File: src/lest_pkg.sv
package lest_pkg;

  // operation codes of an input item
  localparam logic [2:0] OP_ON        = 3'd0;
  localparam logic [2:0] OP_OFF       = 3'd1;
  localparam logic [2:0] OP_REMOVE    = 3'd2;
  localparam logic [2:0] OP_RANDOMIZE = 3'd3;
  localparam logic [2:0] OP_TICK      = 3'd4;

  // status codes of a result item
  localparam logic [1:0] STAT_OK     = 2'd0;
  localparam logic [1:0] STAT_BOUNDS = 2'd1;
  localparam logic [1:0] STAT_FULL   = 2'd2;

  // action codes of a result item
  localparam logic [1:0] ACT_NONE = 2'd0;
  localparam logic [1:0] ACT_ON   = 2'd1;
  localparam logic [1:0] ACT_OFF  = 2'd2;

  // day rule codes
  localparam logic [3:0] DAY_EVERY   = 4'd7;
  localparam logic [3:0] DAY_WEEKDAY = 4'd8;
  localparam logic [3:0] DAY_WEEKEND = 4'd9;
  localparam logic [2:0] DAY_SUNDAY  = 3'd0;
  localparam logic [2:0] DAY_MONDAY  = 3'd1;
  localparam logic [2:0] DAY_FRIDAY  = 3'd5;
  localparam logic [2:0] DAY_SATURDAY = 3'd6;

  // width of the due-minute sum: 11-bit minute plus signed 8-bit offset
  localparam int unsigned DueW = 13;

  // work class decided by the front end
  typedef enum logic [2:0] {
    K_ON,
    K_OFF,
    K_REMOVE,
    K_RANDOMIZE,
    K_TICK,
    K_REPLY
  } kind_e;

  typedef struct packed {
    kind_e       kind;
    logic [1:0]  status;
    logic [7:0]  light;
    logic [3:0]  day;
    logic [10:0] minute;
    logic [7:0]  offset;
    logic [2:0]  today;
    logic [10:0] now;
  } cmd_t;

  typedef struct packed {
    logic [7:0]  light;
    logic [3:0]  day;
    logic [10:0] minute;
    logic        turns_off;
    logic [7:0]  offset;
  } entry_t;

  // day rule check of a stored day code against today
  function automatic logic day_accepts(logic [3:0] code, logic [2:0] today);
    logic hit;
    hit = 1'b0;
    if (code == DAY_EVERY) hit = 1'b1;
    if (code == {1'b0, today}) hit = 1'b1;
    if (code == DAY_WEEKEND && (today == DAY_SATURDAY || today == DAY_SUNDAY)) hit = 1'b1;
    if (code == DAY_WEEKDAY && today >= DAY_MONDAY && today <= DAY_FRIDAY) hit = 1'b1;
    return hit;
  endfunction

endpackage

File: src/light_event_schedule_table.sv
// channel   direction  handshake                 fields
// in        input      in_valid_i / in_stall_o   operation, light_id, day_code, minute,
//                                                random_offset, current_day, current_minute
// out       output     out_valid_o / out_stall_i status, fired_light, action, last
//
// Scans read one entry per cycle while no output stall holds a tick scan; a schedule
// that finds a free entry ends its scan early, and an item that needs no scan
// (rejected light id, unused operation code) goes straight to its final result.
// Reset clears the valid bit of every entry at once; no clearing pass is run.
// A two-item queue lets the input side keep taking items while a scan runs.
// An output stall holds a tick scan only when a further match must pass the pending one.
module light_event_schedule_table #(
  parameter int unsigned TABLE_ENTRIES = 64,
  parameter int unsigned LIGHT_COUNT   = 32
) (
  input  logic              clk_i,
  input  logic              rst_ni,
  input  logic              in_valid_i,
  output logic              in_stall_o,
  input  logic [2:0]        operation_i,
  input  logic [7:0]        light_id_i,
  input  logic [3:0]        day_code_i,
  input  logic [10:0]       minute_i,
  input  logic signed [7:0] random_offset_i,
  input  logic [2:0]        current_day_i,
  input  logic [10:0]       current_minute_i,
  output logic              out_valid_o,
  input  logic              out_stall_i,
  output logic [1:0]        status_o,
  output logic [7:0]        fired_light_o,
  output logic [1:0]        action_o,
  output logic              last_o
);
  import lest_pkg::*;

  logic q_full;
  logic q_push;
  cmd_t q_wr_cmd;
  logic q_vld;
  logic q_pop;
  cmd_t q_rd_cmd;

  // item decode
  lest_front #(
    .LIGHT_COUNT(LIGHT_COUNT)
  ) u_front (
    .in_valid_i      (in_valid_i),
    .in_stall_o      (in_stall_o),
    .operation_i     (operation_i),
    .light_id_i      (light_id_i),
    .day_code_i      (day_code_i),
    .minute_i        (minute_i),
    .random_offset_i (random_offset_i),
    .current_day_i   (current_day_i),
    .current_minute_i(current_minute_i),
    .q_full_i        (q_full),
    .q_push_o        (q_push),
    .q_cmd_o         (q_wr_cmd)
  );

  // command queue
  lest_queue u_queue (
    .clk_i (clk_i),
    .rst_ni(rst_ni),
    .push_i(q_push),
    .data_i(q_wr_cmd),
    .full_o(q_full),
    .vld_o (q_vld),
    .pop_i (q_pop),
    .data_o(q_rd_cmd)
  );

  // table scan and results
  lest_back #(
    .TABLE_ENTRIES(TABLE_ENTRIES)
  ) u_back (
    .clk_i        (clk_i),
    .rst_ni       (rst_ni),
    .q_vld_i      (q_vld),
    .q_cmd_i      (q_rd_cmd),
    .q_pop_o      (q_pop),
    .out_valid_o  (out_valid_o),
    .out_stall_i  (out_stall_i),
    .status_o     (status_o),
    .fired_light_o(fired_light_o),
    .action_o     (action_o),
    .last_o       (last_o)
  );

endmodule

File: src/lest_front.sv
module lest_front #(
  parameter int unsigned LIGHT_COUNT = 32
) (
  input  logic              in_valid_i,
  output logic              in_stall_o,
  input  logic [2:0]        operation_i,
  input  logic [7:0]        light_id_i,
  input  logic [3:0]        day_code_i,
  input  logic [10:0]       minute_i,
  input  logic signed [7:0] random_offset_i,
  input  logic [2:0]        current_day_i,
  input  logic [10:0]       current_minute_i,
  input  logic              q_full_i,
  output logic              q_push_o,
  output lest_pkg::cmd_t    q_cmd_o
);
  import lest_pkg::*;

  logic bad_light;

  // schedule items with light ids at or above the light count are rejected up front
  assign bad_light = {1'b0, light_id_i} >= 9'(LIGHT_COUNT);

  // handshake toward the queue
  assign in_stall_o = q_full_i;
  assign q_push_o   = in_valid_i && !q_full_i;

  // classify the item
  always_comb begin
    q_cmd_o        = '0;
    q_cmd_o.light  = light_id_i;
    q_cmd_o.day    = day_code_i;
    q_cmd_o.minute = minute_i;
    q_cmd_o.offset = random_offset_i;
    q_cmd_o.today  = current_day_i;
    q_cmd_o.now    = current_minute_i;
    q_cmd_o.status = STAT_OK;
    unique case (operation_i)
      OP_ON, OP_OFF: begin
        if (bad_light) begin
          q_cmd_o.kind   = K_REPLY;
          q_cmd_o.status = STAT_BOUNDS;
        end else begin
          q_cmd_o.kind = (operation_i == OP_OFF) ? K_OFF : K_ON;
        end
      end
      OP_REMOVE:    q_cmd_o.kind = K_REMOVE;
      OP_RANDOMIZE: q_cmd_o.kind = K_RANDOMIZE;
      OP_TICK:      q_cmd_o.kind = K_TICK;
      default:      q_cmd_o.kind = K_REPLY;
    endcase
  end

endmodule

File: src/lest_queue.sv
module lest_queue (
  input  logic           clk_i,
  input  logic           rst_ni,
  input  logic           push_i,
  input  lest_pkg::cmd_t data_i,
  output logic           full_o,
  output logic           vld_o,
  input  logic           pop_i,
  output lest_pkg::cmd_t data_o
);
  import lest_pkg::*;

  cmd_t       slot_q [2];
  logic       wr_ptr_q;
  logic       rd_ptr_q;
  logic [1:0] count_q;

  assign full_o = count_q == 2'd2;
  assign vld_o  = count_q != 2'd0;
  assign data_o = slot_q[rd_ptr_q];

  // two-slot command queue
  always_ff @(posedge clk_i or negedge rst_ni) begin
    if (!rst_ni) begin
      wr_ptr_q <= 1'b0;
      rd_ptr_q <= 1'b0;
      count_q  <= 2'd0;
    end else begin
      if (push_i) begin
        slot_q[wr_ptr_q] <= data_i;
        wr_ptr_q         <= !wr_ptr_q;
      end
      if (pop_i) rd_ptr_q <= !rd_ptr_q;
      if (push_i && !pop_i) count_q <= count_q + 2'd1;
      else if (pop_i && !push_i) count_q <= count_q - 2'd1;
    end
  end

endmodule

File: src/lest_back.sv
module lest_back #(
  parameter int unsigned TABLE_ENTRIES = 64
) (
  input  logic           clk_i,
  input  logic           rst_ni,
  input  logic           q_vld_i,
  input  lest_pkg::cmd_t q_cmd_i,
  output logic           q_pop_o,
  output logic           out_valid_o,
  input  logic           out_stall_i,
  output logic [1:0]     status_o,
  output logic [7:0]     fired_light_o,
  output logic [1:0]     action_o,
  output logic           last_o
);
  import lest_pkg::*;

  localparam int unsigned IdxW = (TABLE_ENTRIES > 1) ? $clog2(TABLE_ENTRIES) : 1;
  localparam logic [IdxW-1:0] LastIdx = IdxW'(TABLE_ENTRIES - 1);

  typedef enum logic [1:0] {
    ST_IDLE,
    ST_SCAN,
    ST_DONE
  } state_e;

  state_e                   state_q;
  cmd_t                     cmd_q;
  logic [IdxW-1:0]          iss_idx_q;
  logic                     iss_act_q;
  logic [IdxW-1:0]          ev_idx_q;
  logic                     ev_vld_q;
  entry_t                   rd_q;
  logic [TABLE_ENTRIES-1:0] valid_q;
  logic                     found_q;
  logic                     pend_vld_q;
  logic [7:0]               pend_light_q;
  logic [1:0]               pend_act_q;
  logic                     out_vld_q;
  logic [1:0]               out_status_q;
  logic [7:0]               out_light_q;
  logic [1:0]               out_action_q;
  logic                     out_last_q;

  entry_t                   mem [TABLE_ENTRIES];

  logic                     out_free;
  logic                     ent_valid;
  logic                     key_hit;
  logic [DueW-1:0]          due;
  logic                     tick_hit;
  logic                     is_sched;
  logic                     free_hit;
  logic                     rand_hit;
  logic                     rem_hit;
  logic                     ev_tick;
  logic                     hold;
  logic                     adv;
  logic                     mem_we;
  entry_t                   mem_wdata;

  // output register frees when empty or taken this cycle
  assign out_free = !out_vld_q || !out_stall_i;

  // entry compare in the evaluate stage
  assign ent_valid = valid_q[ev_idx_q];
  assign key_hit   = ent_valid && rd_q.light == cmd_q.light && rd_q.day == cmd_q.day
                     && rd_q.minute == cmd_q.minute;
  assign due       = {2'b00, rd_q.minute} + {{(DueW - 8){rd_q.offset[7]}}, rd_q.offset};
  assign tick_hit  = ent_valid && day_accepts(rd_q.day, cmd_q.today)
                     && due == {2'b00, cmd_q.now};

  assign is_sched = cmd_q.kind == K_ON || cmd_q.kind == K_OFF;
  assign free_hit = ev_vld_q && is_sched && !found_q && !ent_valid;
  assign rand_hit = ev_vld_q && cmd_q.kind == K_RANDOMIZE && key_hit;
  assign rem_hit  = ev_vld_q && cmd_q.kind == K_REMOVE && key_hit;
  assign ev_tick  = ev_vld_q && cmd_q.kind == K_TICK && tick_hit;

  // a second match waits while the pending one cannot move out
  assign hold = ev_tick && pend_vld_q && !out_free;
  assign adv  = !hold;

  assign q_pop_o = state_q == ST_IDLE && q_vld_i;

  // table write data
  always_comb begin
    mem_we    = (free_hit || rand_hit) && state_q == ST_SCAN;
    mem_wdata = rd_q;
    if (free_hit) begin
      mem_wdata.light     = cmd_q.light;
      mem_wdata.day       = cmd_q.day;
      mem_wdata.minute    = cmd_q.minute;
      mem_wdata.turns_off = cmd_q.kind == K_OFF;
      mem_wdata.offset    = '0;
    end else begin
      mem_wdata.offset = cmd_q.offset;
    end
  end

  // table memory, one read and one write port
  always_ff @(posedge clk_i) begin
    if (mem_we) mem[ev_idx_q] <= mem_wdata;
    if (state_q == ST_SCAN && iss_act_q && adv) rd_q <= mem[iss_idx_q];
  end

  // scan control, valid bits and result register
  always_ff @(posedge clk_i or negedge rst_ni) begin
    if (!rst_ni) begin
      state_q    <= ST_IDLE;
      iss_idx_q  <= '0;
      iss_act_q  <= 1'b0;
      ev_idx_q   <= '0;
      ev_vld_q   <= 1'b0;
      valid_q    <= '0;
      found_q    <= 1'b0;
      pend_vld_q <= 1'b0;
      out_vld_q  <= 1'b0;
    end else begin
      if (out_vld_q && !out_stall_i) out_vld_q <= 1'b0;
      unique case (state_q)
        ST_IDLE: begin
          if (q_vld_i) begin
            cmd_q      <= q_cmd_i;
            found_q    <= 1'b0;
            pend_vld_q <= 1'b0;
            iss_idx_q  <= '0;
            if (q_cmd_i.kind == K_REPLY) begin
              state_q <= ST_DONE;
            end else begin
              iss_act_q <= 1'b1;
              state_q   <= ST_SCAN;
            end
          end
        end
        ST_SCAN: begin
          if (adv) begin
            ev_vld_q <= iss_act_q;
            ev_idx_q <= iss_idx_q;
            if (iss_act_q) begin
              if (iss_idx_q == LastIdx) iss_act_q <= 1'b0;
              else iss_idx_q <= iss_idx_q + IdxW'(1);
            end
            if (!iss_act_q && !ev_vld_q) state_q <= ST_DONE;
            // evaluate the entry held in the read register
            if (free_hit) begin
              valid_q[ev_idx_q] <= 1'b1;
              found_q           <= 1'b1;
              iss_act_q         <= 1'b0;
            end
            if (rem_hit) valid_q[ev_idx_q] <= 1'b0;
            if (ev_tick) begin
              if (pend_vld_q) begin
                out_vld_q    <= 1'b1;
                out_status_q <= STAT_OK;
                out_light_q  <= pend_light_q;
                out_action_q <= pend_act_q;
                out_last_q   <= 1'b0;
              end
              pend_vld_q   <= 1'b1;
              pend_light_q <= rd_q.light;
              pend_act_q   <= rd_q.turns_off ? ACT_OFF : ACT_ON;
            end
          end
        end
        ST_DONE: begin
          if (out_free) begin
            out_vld_q    <= 1'b1;
            out_last_q   <= 1'b1;
            out_light_q  <= '0;
            out_action_q <= ACT_NONE;
            out_status_q <= cmd_q.status;
            if (is_sched) out_status_q <= found_q ? STAT_OK : STAT_FULL;
            if (cmd_q.kind == K_TICK && pend_vld_q) begin
              out_light_q  <= pend_light_q;
              out_action_q <= pend_act_q;
            end
            pend_vld_q <= 1'b0;
            state_q    <= ST_IDLE;
          end
        end
        default: state_q <= ST_IDLE;
      endcase
    end
  end

  assign out_valid_o   = out_vld_q;
  assign status_o      = out_status_q;
  assign fired_light_o = out_light_q;
  assign action_o      = out_action_q;
  assign last_o        = out_last_q;

`ifndef ASSERT_OFF
  // no scan activity in the idle state
  a_idle_quiet: assert property (@(posedge clk_i) disable iff (!rst_ni)
    state_q == ST_IDLE |-> !iss_act_q && !ev_vld_q)
    else $error("scan pipeline active while idle");

  // table writes only while scanning
  a_write_in_scan: assert property (@(posedge clk_i) disable iff (!rst_ni)
    (free_hit || rand_hit || rem_hit) |-> state_q == ST_SCAN)
    else $error("table written outside scan");

  // a pending match only exists for a tick
  a_pend_tick: assert property (@(posedge clk_i) disable iff (!rst_ni)
    pend_vld_q |-> cmd_q.kind == K_TICK)
    else $error("pending match outside tick");

  // once a free entry is taken no further reads are issued
  a_found_stops: assert property (@(posedge clk_i) disable iff (!rst_ni)
    found_q && state_q == ST_SCAN |-> !iss_act_q)
    else $error("scan continues after free entry found");

  // a held scan keeps its evaluate stage
  a_hold_keeps: assert property (@(posedge clk_i) disable iff (!rst_ni)
    hold && state_q == ST_SCAN |=> ev_vld_q && $stable(ev_idx_q))
    else $error("evaluate stage moved during hold");
`endif

endmodule

File: config.mk
export PLATFORM = sky130hd
export DESIGN_NAME = light_event_schedule_table
export DESIGN_NICKNAME = d
export VERILOG_FILES = /design/src/lest_pkg.sv /design/src/light_event_schedule_table.sv /design/src/lest_front.sv /design/src/lest_queue.sv /design/src/lest_back.sv
export SDC_FILE = /design/constraint.sdc
export NUM_CORES = 2
export LEC_CHECK = 0
export BUFFER_PORTS_ARGS = -buffer_cell sky130_fd_sc_hd__buf_2
export CORE_MARGIN = 2
export CORE_UTILIZATION = 43
export DETAILED_ROUTE_END_ITERATION = 8
export SLEW_MARGIN = 20
export SYNTH_ARGS = -nofsm -noshare
export SYNTH_HDL_FRONTEND = slang
export SYNTH_SLANG_ARGS = --single-unit
File: constraint.sdc
create_clock -name clk_i -period 11.53 [get_ports clk_i]
set_input_delay 3.459 -clock clk_i [delete_from_list [all_inputs] [get_ports clk_i]]
set_output_delay 3.459 -clock clk_i [all_outputs]
set_load 0.01 [all_outputs]
==> summary.md <==
| Metric | Value |
|---|---|
| Setup slack after placement | 5470 ps |
| Ys async rst share | 0.0372 |
| Synth Cell Area | 91,000 um2 |
| Hold crit path type | reg -> reg |
| GR Overflow Total | 0 |
| Min-Delay Startpoint | u_queue.rd_ptr_q |
| Fmax | 164 MHz |
| CP Cell Sequence | nor2b_1 -> a221oi_1 -> o22a_1 -> o22ai_1 -> a311o_1 -> or3_2 -> buf_4 -> nor2_8 -> a31oi_4 -> buf_12 -> nor3_4 -> buf_4 |
| CTS sink count | 2,337 |
| Die H | 464 um |
| CP peak stage delay | 930 ps |
| Critical Path Source | u_back.ev_idx_q[2] |
| Vias in the first global route | 41,700 |
| Final Hold Vio Count | 0 |
| DRC viols | 0 |
| First-pass GRT wire length | 324 mm |
| Post-CTS setup buffers | 0 |
| R2R Setup Slk | 5420 ps |
| Gr usage total | 0.212 |
| Endpoints failing setup | 0 |
| Clock Skew | 50.1 ps |
| Most used cell, CP | buf_4 |
| Final ANT Viol Nets | 0 |
| Maximum clock path buffer count | 3 |
| Hold EP | u_queue.rd_ptr_q |
| Nets | 4,210 |
| Sequential element share of the synthesized area | 0.767 |
| Via count | 42,600 |
| Routability cong. | 0.823 |
| R2R cell count | 12 |
| Clk slew on worst S/H paths | 60 ps |
| Worst slew margin | 0.264 |
| Arr. time, crit path | 6670 ps |
| DP Wirelength | 136 mm |
| Hold buffers post-CTS | 0 |
| CP max FO | 66 |
| Hold Path Stages | 1 |
| Critical Path End Type | register |
| Synth top area share | 0.743 |
| Multi-input gate area | 20,700 um2 |
| Area contributors post-synth | edfxtp_1, mux4_2, dfrtp_1 |
| Syn Area/Cell | 23.1 um2 |
| Clk Tree Root Cell | clkbuf_16 |
| Via-to-Cell Ratio | 5.96 |
| Initial DRC Count | 5,713 |
| CP Launch Type | register |
| Synth Warn # | 0 |
| Crit path kind | reg -> reg |
| Post-CTS sizing | 0 |
| Routed WL | 229 mm |
| Routed wire per std cell | 32.0 um |
| Share of cells above drive strength 1 | 0.329 |
| Total iterations of the first detailed-routing run | 6 |
| Min Hold Slack | 472 ps |
| CTS H-tree lvls | 4 |
| WP data required | 12,080 ps |
| Initial Util | 0.433 |
| Reg-to-reg critical path endpoint | u_back.mem[47][4] |
| Slew @ Worst Pin | 1100 ps |
| Max cap viols | 0 |
| Post-synth EDFFs | 2,250 |
| Largest vdd supply drop | 0.000230 V |
| Top FF cell, synth | edfxtp_1 |
| Pleak | 31.9 nW |
| Setup TNS | 0 ps |
| Unrepaired setup endpoints after global routing | no |
| P per Cell Area | 238 nW/um2 |
| Slowest library cell on the worst path | dfrtp_1 |
| Die area | 215,000 um2 |
| TritonCTS clock tree | done |
| Fin crit period | 6110 ps |
| Status | complete, no violations |
| Flip-flop and latch area | 69,800 um2 |
| P&R area growth vs syn | 13.1% |
| Post-synthesis cell type count | 71 |
| Post-Synthesis Cells | 3,937 |
| Die width | 464 um |
| Max-slew violation count | 0 |
| Synth area leader | edfxtp_1 |
| Port-buffer cells | 66 |
| Fill count | 16,700 |
| Rows | 168 |
| Io pins | 67 |
| Initial antenna violation count | 30 |
| Worst-Skew Late Latency | 890 ps |
| Worst reg2reg path startpoint | u_back.ev_idx_q[2] |
| Syn nets | 4,008 |
| Synthesis-stage register bit count | 2,337 |
| CTS buffer count | 226 |
| Period utilization | 0.530 |
| Fin worst setup slack | 5420 ps |
| Pin count of the biggest net entering global routing | 122 |
| Core box area | 210,000 um2 |
## cell usage after synthesis (13+ instances only)
master    number
and2_1        21
a221oi_1      15
nand2_1       33
mux2_2        82
edfxtp_1    2250
xor2_1        28
buf_2         13
clkbuf_1     133
nor3_2        58
nor3_1        20
mux4_2       672
nor2_1        97
dfrtp_1       87
a21oi_1       98
a21oi_2       50
ha_1          18
xnor2_1       21
o21ai_0       16
buf_1         55
## layout by cell type, fill, tap and decap left out, drive strengths merged, types with 78 or more instances in the layout
master / n
a21oi: 148
clkbuf: 271
edfxtp: 2250
nor3: 78
mux4: 672
buf: 196
nor2: 99
dfrtp: 87
mux2: 83
clkinv: 112
## area by class of cell
class / count / share of cell area
Sequential cell: 2337 / 0.678
Multi-Input combinational cell: 1366 / 0.202
Clock buffer: 271 / 0.0577
Tap cell: 2805 / 0.0341
Clock inverter: 150 / 0.0142
Timing Repair Buffer: 196 / 0.0136
Inverter: 12 / 0.000438
Antenna cell: 9 / 0.000219
## registers in the layout (all words and copies together), names as in the netlist, 2 cells and up
| signal | flops |
|---|---|
| u_back.mem | 2048 |
| u_back.status_o | 2 |
| u_back.action_o | 2 |
| u_back.iss_idx_q | 6 |
| u_back.valid_q | 64 |
| u_back.pend_act_q | 2 |
| u_back.state_q | 2 |
| u_back.rd_q | 32 |
| u_back.pend_light_q | 8 |
| u_queue.slot_q | 98 |
| u_queue.count_q | 2 |
| u_back.fired_light_o | 8 |
| u_back.cmd_q | 49 |
| u_back.ev_idx_q | 6 |
## stage by stage
| stage | cells | power, W | util | instance area (um2) |
|---|---|---|---|---|
| 5_1_grt | 7138 | 0.0253 | 0.490 | 103000 |
| 3_5_place_dp | 6715 | 0.0173 | 0.454 | 95400 |
| 2_1_floorplan | 3937 | 0.0146 | - | 91000 |
| 4_1_cts | 7136 | 0.0247 | 0.489 | 103000 |
| 3_3_place_gp | 6715 | 0.0172 | 0.454 | 95400 |
| 6_report | 7146 | 0.0245 | 0.490 | 103000 |
## worst max-delay path: cells and delay by family, from the launching register on
kind	cells	cell delay, ps
and+or+nand+nor	4	2510
AOI/OAI and AO/OA	5	1140
buffers and inverters	3	1080
DFF	1	930
## logic make-up after synthesis
| group | Yosys count | synth area share |
|---|---|---|
| xor+xnor | 49 | 0.00472 |
| buf+inv | 234 | 0.0111 |
| mux | 761 | 0.177 |
| compound gates | 237 | 0.0179 |
| simple gates | 300 | 0.0196 |
| flops | 2337 | 0.767 |
| fa+ha+maj | 19 | 0.00270 |
## worst max path at each step
| stage | endpoint | cells after the start |
|---|---|---|
| detailed placement | u_back.mem[47][21] | 12 |
| finish | u_back.mem[47][4] | 12 |
| global route | u_back.mem[47][5] | 12 |
| global placement | u_back.mem[47][21] | 12 |
| floorplan | u_queue.slot_q[0][0] | 3 |
| CTS | u_back.mem[47][13] | 12 |
## layer usage
metal  track usage  routed length (um)  share of wire
met3        0.0353               17700          0.077
met4        0.0444                4110          0.018
met2         0.328              109000           0.47
met1         0.319               98400           0.43
met5             0                  81        0.00035
## where the power goes
group | internal (W) | leakage (nW) | switching (W)
registers | 0.0108 | 21.4 | 0.000232
logic | 0.00203 | 6.82 | 0.00407
clock network | 0.00418 | 3.61 | 0.00319
total | 0.0170 | 31.9 | 0.00749
Note: power is estimated with default switching activity, not from simulation.
